--- src/design/kvt_pkg.sv ---
// Shared types and constants for the key/value table with expiry.
// Used by kvt_controller, kvt_datapath and key_value_table_with_expiry_core.
`timescale 1ns / 1ps

package kvt_pkg;

   localparam int KEY_W  = 32;
   localparam int DATA_W = 32;
   localparam int LIFE_W = 32;
   localparam int TIME_W = 64;

   localparam logic [1:0] ACT_INSERT = 2'd0;
   localparam logic [1:0] ACT_GET    = 2'd1;
   localparam logic [1:0] ACT_TICK   = 2'd2;

   typedef enum logic [2:0] {
      ST_CLEAR,
      ST_IDLE,
      ST_SCAN,
      ST_DRAIN,
      ST_FINISH
   } state_type;

   typedef struct packed {
      logic valid;
      logic [KEY_W-1:0] key;
      logic [DATA_W-1:0] data;
      logic [TIME_W-1:0] deadline;
   } entry_type;

   typedef struct packed {
      logic capture;
      logic cnt_zero;
      logic cnt_step;
      logic rd_en;
      logic clear_wr;
      logic commit;
   } cmd_type;

   typedef struct packed {
      logic cnt_last;
      logic req_scan;
      logic out_free;
   } status_type;

endpackage

--- src/design/kvt_controller.sv ---
// Sequencer for the key/value table: clear sweep, table scan and commit.
// Depends on kvt_pkg; drives kvt_datapath through cmd_type, reads status_type.
`timescale 1ns / 1ps

module kvt_controller (
   input  logic                clock,
   input  logic                reset,
   input  logic                req_tvalid,
   output logic                req_tready,
   input  kvt_pkg::status_type status,
   output kvt_pkg::cmd_type    cmd
);
   import kvt_pkg::*;

   state_type state_ff;
   state_type state_in;

   always_ff @(posedge clock) begin
      if (reset) begin
         state_ff <= ST_CLEAR;
      end else begin
         state_ff <= state_in;
      end
   end

   always_comb begin
      state_in = state_ff;
      case (state_ff)
         ST_CLEAR: begin
            if (status.cnt_last) begin
               state_in = ST_IDLE;
            end
         end
         ST_IDLE: begin
            if (req_tvalid) begin
               state_in = status.req_scan ? ST_SCAN : ST_FINISH;
            end
         end
         ST_SCAN: begin
            if (status.cnt_last) begin
               state_in = ST_DRAIN;
            end
         end
         ST_DRAIN: begin
            state_in = ST_FINISH;
         end
         ST_FINISH: begin
            if (status.out_free) begin
               state_in = ST_IDLE;
            end
         end
         default: begin
            state_in = ST_IDLE;
         end
      endcase
   end

   always_comb begin
      cmd = '0;
      req_tready = 1'b0;
      case (state_ff)
         ST_CLEAR: begin
            cmd.clear_wr = 1'b1;
            cmd.cnt_step = 1'b1;
         end
         ST_IDLE: begin
            req_tready = 1'b1;
            cmd.capture = req_tvalid;
            cmd.cnt_zero = req_tvalid;
         end
         ST_SCAN: begin
            cmd.rd_en = 1'b1;
            cmd.cnt_step = 1'b1;
         end
         ST_DRAIN: begin
         end
         ST_FINISH: begin
            cmd.commit = status.out_free;
         end
         default: begin
         end
      endcase
   end

endmodule

--- src/design/kvt_datapath.sv ---
// Entry memory, scan compare, time counter and result register of the table.
// Depends on kvt_pkg; commanded by kvt_controller.
`timescale 1ns / 1ps

module kvt_datapath #(
   parameter int ENTRIES = 16
) (
   input  logic                clock,
   input  logic                reset,
   input  logic [103:0]        req_tdata,
   output logic                rsp_tvalid,
   input  logic                rsp_tready,
   output logic [39:0]         rsp_tdata,
   input  kvt_pkg::cmd_type    cmd,
   output kvt_pkg::status_type status
);
   import kvt_pkg::*;

   localparam int IDX_W = $clog2(ENTRIES);
   localparam logic [IDX_W-1:0] LAST_IDX = IDX_W'(ENTRIES - 1);

   entry_type mem [ENTRIES];

   logic [IDX_W-1:0]  cnt_ff;
   logic [1:0]        act_ff;
   logic [KEY_W-1:0]  key_ff;
   logic [DATA_W-1:0] data_ff;
   logic [TIME_W-1:0] deadline_ff;
   logic [TIME_W-1:0] now_ff;

   logic              rd_valid_ff;
   logic [IDX_W-1:0]  rd_idx_ff;
   entry_type         rd_word_ff;

   logic              match_found_ff;
   logic              match_live_ff;
   logic [IDX_W-1:0]  match_idx_ff;
   logic [DATA_W-1:0] match_data_ff;
   logic              free_found_ff;
   logic [IDX_W-1:0]  free_idx_ff;

   logic              rsp_valid_ff;
   logic              rsp_hit_ff;
   logic [DATA_W-1:0] rsp_value_ff;
   logic              rsp_full_ff;

   logic [1:0]        req_action;
   logic [LIFE_W-1:0] req_life;
   logic [TIME_W:0]   deadline_sum;
   logic [TIME_W-1:0] deadline_in;
   logic              key_hit;
   logic              slot_live;
   logic              ins_ok;
   logic              get_hit;
   logic              wr_en;
   logic [IDX_W-1:0]  wr_addr;
   entry_type         wr_word;

   assign req_action = req_tdata[1:0];
   assign req_life = req_tdata[97:66];

   assign deadline_sum = {1'b0, now_ff} + (TIME_W + 1)'(req_life);
   assign deadline_in = deadline_sum[TIME_W] ? '1 : deadline_sum[TIME_W-1:0];

   assign key_hit = rd_word_ff.valid && (rd_word_ff.key == key_ff);
   assign slot_live = rd_word_ff.valid && (rd_word_ff.deadline >= now_ff);

   assign ins_ok = match_found_ff || free_found_ff;
   assign get_hit = match_found_ff && match_live_ff;
   assign wr_en = cmd.clear_wr || (cmd.commit && (act_ff == ACT_INSERT) && ins_ok);
   assign wr_addr = cmd.clear_wr ? cnt_ff : (match_found_ff ? match_idx_ff : free_idx_ff);

   always_comb begin
      wr_word = '0;
      if (!cmd.clear_wr) begin
         wr_word.valid = 1'b1;
         wr_word.key = key_ff;
         wr_word.data = data_ff;
         wr_word.deadline = deadline_ff;
      end
   end

   always_ff @(posedge clock) begin
      if (wr_en) begin
         mem[wr_addr] <= wr_word;
      end
      rd_word_ff <= mem[cnt_ff];
      rd_idx_ff <= cnt_ff;
   end

   always_ff @(posedge clock) begin
      if (reset) begin
         cnt_ff <= '0;
         rd_valid_ff <= 1'b0;
         now_ff <= '0;
         rsp_valid_ff <= 1'b0;
      end else begin
         if (cmd.cnt_zero) begin
            cnt_ff <= '0;
         end else if (cmd.cnt_step) begin
            cnt_ff <= cnt_ff + 1'b1;
         end
         rd_valid_ff <= cmd.rd_en;
         if (cmd.commit && (act_ff == ACT_TICK) && (now_ff != '1)) begin
            now_ff <= now_ff + 1'b1;
         end
         if (cmd.commit) begin
            rsp_valid_ff <= 1'b1;
         end else if (rsp_tready) begin
            rsp_valid_ff <= 1'b0;
         end
      end
   end

   always_ff @(posedge clock) begin
      if (cmd.capture) begin
         act_ff <= req_action;
         key_ff <= req_tdata[33:2];
         data_ff <= req_tdata[65:34];
         deadline_ff <= deadline_in;
         match_found_ff <= 1'b0;
         free_found_ff <= 1'b0;
      end else if (rd_valid_ff) begin
         if (key_hit && !match_found_ff) begin
            match_found_ff <= 1'b1;
            match_idx_ff <= rd_idx_ff;
            match_live_ff <= slot_live;
            match_data_ff <= rd_word_ff.data;
         end
         if (!slot_live && !free_found_ff) begin
            free_found_ff <= 1'b1;
            free_idx_ff <= rd_idx_ff;
         end
      end
   end

   always_ff @(posedge clock) begin
      if (cmd.commit) begin
         case (act_ff)
            ACT_INSERT: begin
               rsp_hit_ff <= 1'b0;
               rsp_value_ff <= '0;
               rsp_full_ff <= !ins_ok;
            end
            ACT_GET: begin
               rsp_hit_ff <= get_hit;
               rsp_value_ff <= get_hit ? match_data_ff : '0;
               rsp_full_ff <= 1'b0;
            end
            default: begin
               rsp_hit_ff <= 1'b0;
               rsp_value_ff <= '0;
               rsp_full_ff <= 1'b0;
            end
         endcase
      end
   end

   assign status.cnt_last = (cnt_ff == LAST_IDX);
   assign status.req_scan = (req_action == ACT_INSERT) || (req_action == ACT_GET);
   assign status.out_free = !rsp_valid_ff || rsp_tready;

   assign rsp_tvalid = rsp_valid_ff;
   assign rsp_tdata = {6'b0, rsp_full_ff, rsp_value_ff, rsp_hit_ff};

endmodule

--- src/design/key_value_table_with_expiry_core.sv ---
// Key/value table with expiry: top level joining kvt_controller and kvt_datapath.
// Depends on kvt_pkg, kvt_controller and kvt_datapath.
//
// Usage:
//   The req_ stream carries one command per transfer: insert, get or tick.
//   Every command yields exactly one transfer on the rsp_ stream, in order.
//   Insert and get scan the entry memory, one entry per cycle through its
//   single read port, before the result is committed; a tick or an unused
//   code skips the scan and goes straight to the commit.
//   Commands are handled one at a time: req_tready is high only while the
//   sequencer is idle, so a new command is taken only after the previous
//   one has committed its result. The next command may be taken while the
//   previous result still waits in the output register.
//   When rsp_tready is low and the result register is full, the finished
//   command holds in its final state until the register frees up.
//   After reset a clearing pass marks every entry invalid; req_tready stays
//   low until it ends. The time counter resets to zero.
`timescale 1ns / 1ps

module key_value_table_with_expiry_core #(
   parameter int ENTRIES = 16
) (
   input  logic         clock,
   input  logic         reset,
   input  logic         req_tvalid,
   output logic         req_tready,
   // action[1:0], lookup_key[33:2], data_value[65:34], lifetime[97:66], zero pad
   input  logic [103:0] req_tdata,
   output logic         rsp_tvalid,
   input  logic         rsp_tready,
   // hit[0], read_value[32:1], table_full[33], zero pad
   output logic [39:0]  rsp_tdata
);
   import kvt_pkg::*;

   cmd_type    cmd;
   status_type status;

   kvt_controller u_ctrl (
      .clock      (clock),
      .reset      (reset),
      .req_tvalid (req_tvalid),
      .req_tready (req_tready),
      .status     (status),
      .cmd        (cmd)
   );

   kvt_datapath #(
      .ENTRIES (ENTRIES)
   ) u_dp (
      .clock      (clock),
      .reset      (reset),
      .req_tdata  (req_tdata),
      .rsp_tvalid (rsp_tvalid),
      .rsp_tready (rsp_tready),
      .rsp_tdata  (rsp_tdata),
      .cmd        (cmd),
      .status     (status)
   );

   a_one_at_a_time: assert property (@(posedge clock) disable iff (reset)
      (req_tvalid && req_tready) |=> !req_tready)
      else $error("command accepted while another is in progress");

   a_hit_full_exclusive: assert property (@(posedge clock) disable iff (reset)
      rsp_tvalid |-> !(rsp_tdata[0] && rsp_tdata[33]))
      else $error("hit and table_full both set");

   a_miss_zero_value: assert property (@(posedge clock) disable iff (reset)
      (rsp_tvalid && !rsp_tdata[0]) |-> (rsp_tdata[32:1] == 32'd0))
      else $error("nonzero value without a hit");

endmodule

--- config.mk ---
export PLATFORM = sky130hd
export DESIGN_NAME = key_value_table_with_expiry_core
export DESIGN_NICKNAME = d
export VERILOG_FILES = /design/src/design/kvt_pkg.sv /design/src/design/kvt_controller.sv /design/src/design/kvt_datapath.sv /design/src/design/key_value_table_with_expiry_core.sv
export SDC_FILE = /design/constraint.sdc
export NUM_CORES = 2
export LEC_CHECK = 0
export ABC_CLOCK_PERIOD_IN_PS = 8250
export BUFFER_PORTS_ARGS = -buffer_cell sky130_fd_sc_hd__buf_2
export CAP_MARGIN = 25
export CORE_ASPECT_RATIO = 0.5
export CORE_MARGIN = 3
export CORE_UTILIZATION = 59
export CTS_BUF_LIST = sky130_fd_sc_hd__clkbuf_4
export CTS_CLUSTER_DIAMETER = 120
export DETAILED_ROUTE_END_ITERATION = 6
export PLACE_DENSITY = 0.78
export SYNTH_ARGS = -nofsm -noshare
export SYNTH_HDL_FRONTEND = slang
export SYNTH_SLANG_ARGS = --single-unit
--- constraint.sdc ---
create_clock -name clock -period 8.25 [get_ports clock]
set_input_delay 1.2375 -clock clock [delete_from_list [all_inputs] [get_ports clock]]
set_output_delay 1.2375 -clock clock [all_outputs]
set_load 0.005 [all_outputs]
==> out/metrics.csv <==
metric;value;unit
P_leak;35.8;nW
routed len/inst;28.2;um
relative slew slack;25.7;%
share of layout cells above drive strength 1;32.4;%
Top FF cell, synth;edfxtp_1;
EDFF count, synth;2269;
DP Cell Count;6708;
Residual DRC;0;
Buffers on Ports;137;
FF+latch count, synth;2477;
most common cell after layout, fill and taps aside;edfxtp_1;
fmax;0.238;GHz
Resize count post-CTS;0;
Multi-input gate area;0.0221;mm2
Critical Path Max Stage Delay;0.74;ns
fill count;9804;
Die H;290;um
status;completed;
unrepaired setup endpoints after global routing;no;
delay-heaviest family, CP;buffers and inverters;
CTS tree;yes;
Tmin final;4.19;ns
clk_lat worst skew;1.19;ns
total clock sinks;2477;
final setup fails;0;
Final Non-Filler Cells;7674;
largest net degree at the start of global routing;133;
setup bufs post-CTS;0;
most frequent CP cell;buf_4;
CP endpoint kind;flop;
Reg area;0.0723;mm2
Critical Path RT;8.99;ns
die area;0.167;mm2
Slew Limit Fails;0;
design area;0.106;mm2
vias in the first global route;50200;
Final nets;5307;
via count;48500;
CTS Hold Bufs;0;
TritonCTS buffer count;540;
Detail Route Antenna Nets;0;
DP Area;0.0989;mm2
Detailed Route WL;216000;um
Buf+Inv Stages, Crit Path;3;
starting density of the core;59.9;%
clk slew on worst S/H paths;0.07;ns
maximum level of the CTS H-tree;6;
Worst Reg-to-Reg Cells;9;
RePlAce Congestion;0.896;
Final Cycle Share;50.8;%
I/O pin count;150;
first-pass GRT wire length;323000;um
Overall Global Routing Usage;26.1;%
synthesized area;0.0954;mm2
worst slew pin tran;1.11;ns
vias per cell;6.32;
setup TNS;0;ns
Post-synth ARST share;0;%
DRT Pass-1 Iters;5;
initial antenna violation count;7;
Worst Hold Class;in -> reg;
Clock Skew;0.101;ns
core area;0.159;mm2
row count;103;
Hold Fails Final Rpt;0;
post-DP HPWL;110000;um
pwr dens;239;mW/mm2
Max VDD drop;0.122;mV
Post-Synthesis Cells;4546;
Worst EP arrival;4.93;ns
Post-Syn Area per Cell;21.0;um2
final global-route overflow total;0;
cell chain of the critical path;nor3b_2 -> and2_2 -> buf_4 -> o211ai_1 -> nand2_1 -> nand3_1 -> nor2_4 -> buf_4 -> buf_4;
Max-cap violations;0;
worst hold path depth;1;
Ys Warns;0;
Hold WS;0.187;ns
Crit-path slowest cell;buf_4;
most frequent cells in the layout;edfxtp_1, clkbuf_4, mux4_2, dfxtp_1, and2_1;
crit-path max FO;37;
Startpoint Class;flop;
root buffer cell;clkbuf_4;
critical path depth in cells;9;
Syn-to-layout area delta;11.3;%
clk buf depth;4;
critical path class;reg -> reg;
post-synthesis sequential area ratio;75.8;%
Chip Width;575;um
1st-iter DRT viols;6359;
count of cell types in the netlist;74;
[where the power goes]
part,internal [mW],switching (mW)
clock,5.07,4.65
sequential,13.9,0.170
combinational,0.762,0.793
total,19.8,5.61
[registers in the layout, summed over array words and instances, names as in the netlist, 2 cells and up]
name                count
u_dp.mem             2064
u_dp.rd_word_ff       129
u_dp.deadline_ff       64
u_dp.now_ff            64
u_dp.data_ff           32
u_dp.key_ff            32
u_dp.match_data_ff     32
u_dp.rsp_value_ff      32
u_dp.cnt_ff             4
u_dp.free_idx_ff        4
u_dp.match_idx_ff       4
u_dp.rd_idx_ff          4
u_ctrl.state_ff         3
u_dp.act_ff             2
[path summary, 6_finish.rpt]
check / slack (ns) / to / startpoint
min reg2reg: 0.38 / u_dp.match_data_ff[14]$_DFFE_PP_ / u_dp.rd_word_ff[78]$_DFF_P_
min: 0.19 / u_dp.key_ff[31]$_DFFE_PP_ / req_tdata[33]
max reg2reg: 4.06 / u_dp.mem[12][13]$_DFFE_PP_ / u_ctrl.state_ff[2]$_SDFFE_PP0P_
max: 4.06 / u_dp.mem[12][13]$_DFFE_PP_ / u_ctrl.state_ff[2]$_SDFFE_PP0P_
[per-stage QoR]
stage / util, % / setup slack (ns) / total power [mW]
2_1_floorplan: - / -0.524 / 15.4
3_3_place_gp: 62.1 / 3.15 / 15.9
3_5_place_dp: 62.2 / 3.23 / 15.9
4_1_cts: 66.7 / 4.02 / 25.6
5_1_grt: 66.7 / 3.86 / 26.3
6_report: 66.7 / 4.06 / 25.4
[cells by family after synthesis]
logic type,after synthesis,share of synthesized area [%]
buffers and inverters,289,1.19
other,1,0.00393
AO/OA/AOI/OAI,232,1.54
flip-flops,2477,75.8
AND/OR/NAND/NOR,665,3.65
adder cells (fa/ha/maj),99,1.31
multiplexers,662,15.4
XOR/XNOR,121,1.11
[layer usage]
metal,global-route usage [%],wire [um],vias to the layer above
met3,5.67,22200,362
met5,0,27,-
met1,37.6,83900,25100
met4,7.92,4910,4
li1,-,-,20100
met2,40.7,105000,2963
[area by class of cell]
cell class | instances | area share (%)
inverters | 77 | 0.275
flip-flops and latches | 2477 | 68.1
multi-input cells | 1785 | 20.8
well taps | 2152 | 2.54
clock inverters | 136 | 0.969
clock buffers | 822 | 5.81
repair buffers | 219 | 1.48
diodes | 6 | 0.0141
[Yosys cell counts, drive strengths merged (3+ instances only)]
library cell	instances	area [um2]
a2111oi	3	26.3
a211o	3	26.3
a211oi	11	82.6
a21o	30	225
a21oi	82	414
a31oi	12	96.3
and2	166	1040
and3	15	93.8
and4	8	70.1
buf	77	338
clkbuf	135	508
dfxtp	208	4160
edfxtp	2269	68100
ha	98	1230
inv	77	289
mux2	3	33.8
mux2i	14	140
mux4	645	14500
nand2	118	445
nand2b	11	68.8
nand3	43	225
nand4	37	231
nand4b	3	26.3
nor2	163	614
nor2b	11	68.8
nor3	35	180
nor3b	6	55.1
nor4	26	203
o211ai	10	75.1
o21a	9	67.6
o21ai	45	225
o21bai	5	37.5
o31ai	6	45.0
or2	6	37.5
or3	11	68.8
xnor2	78	683
xor2	43	377
Note: power is estimated with default switching activity, not from simulation.
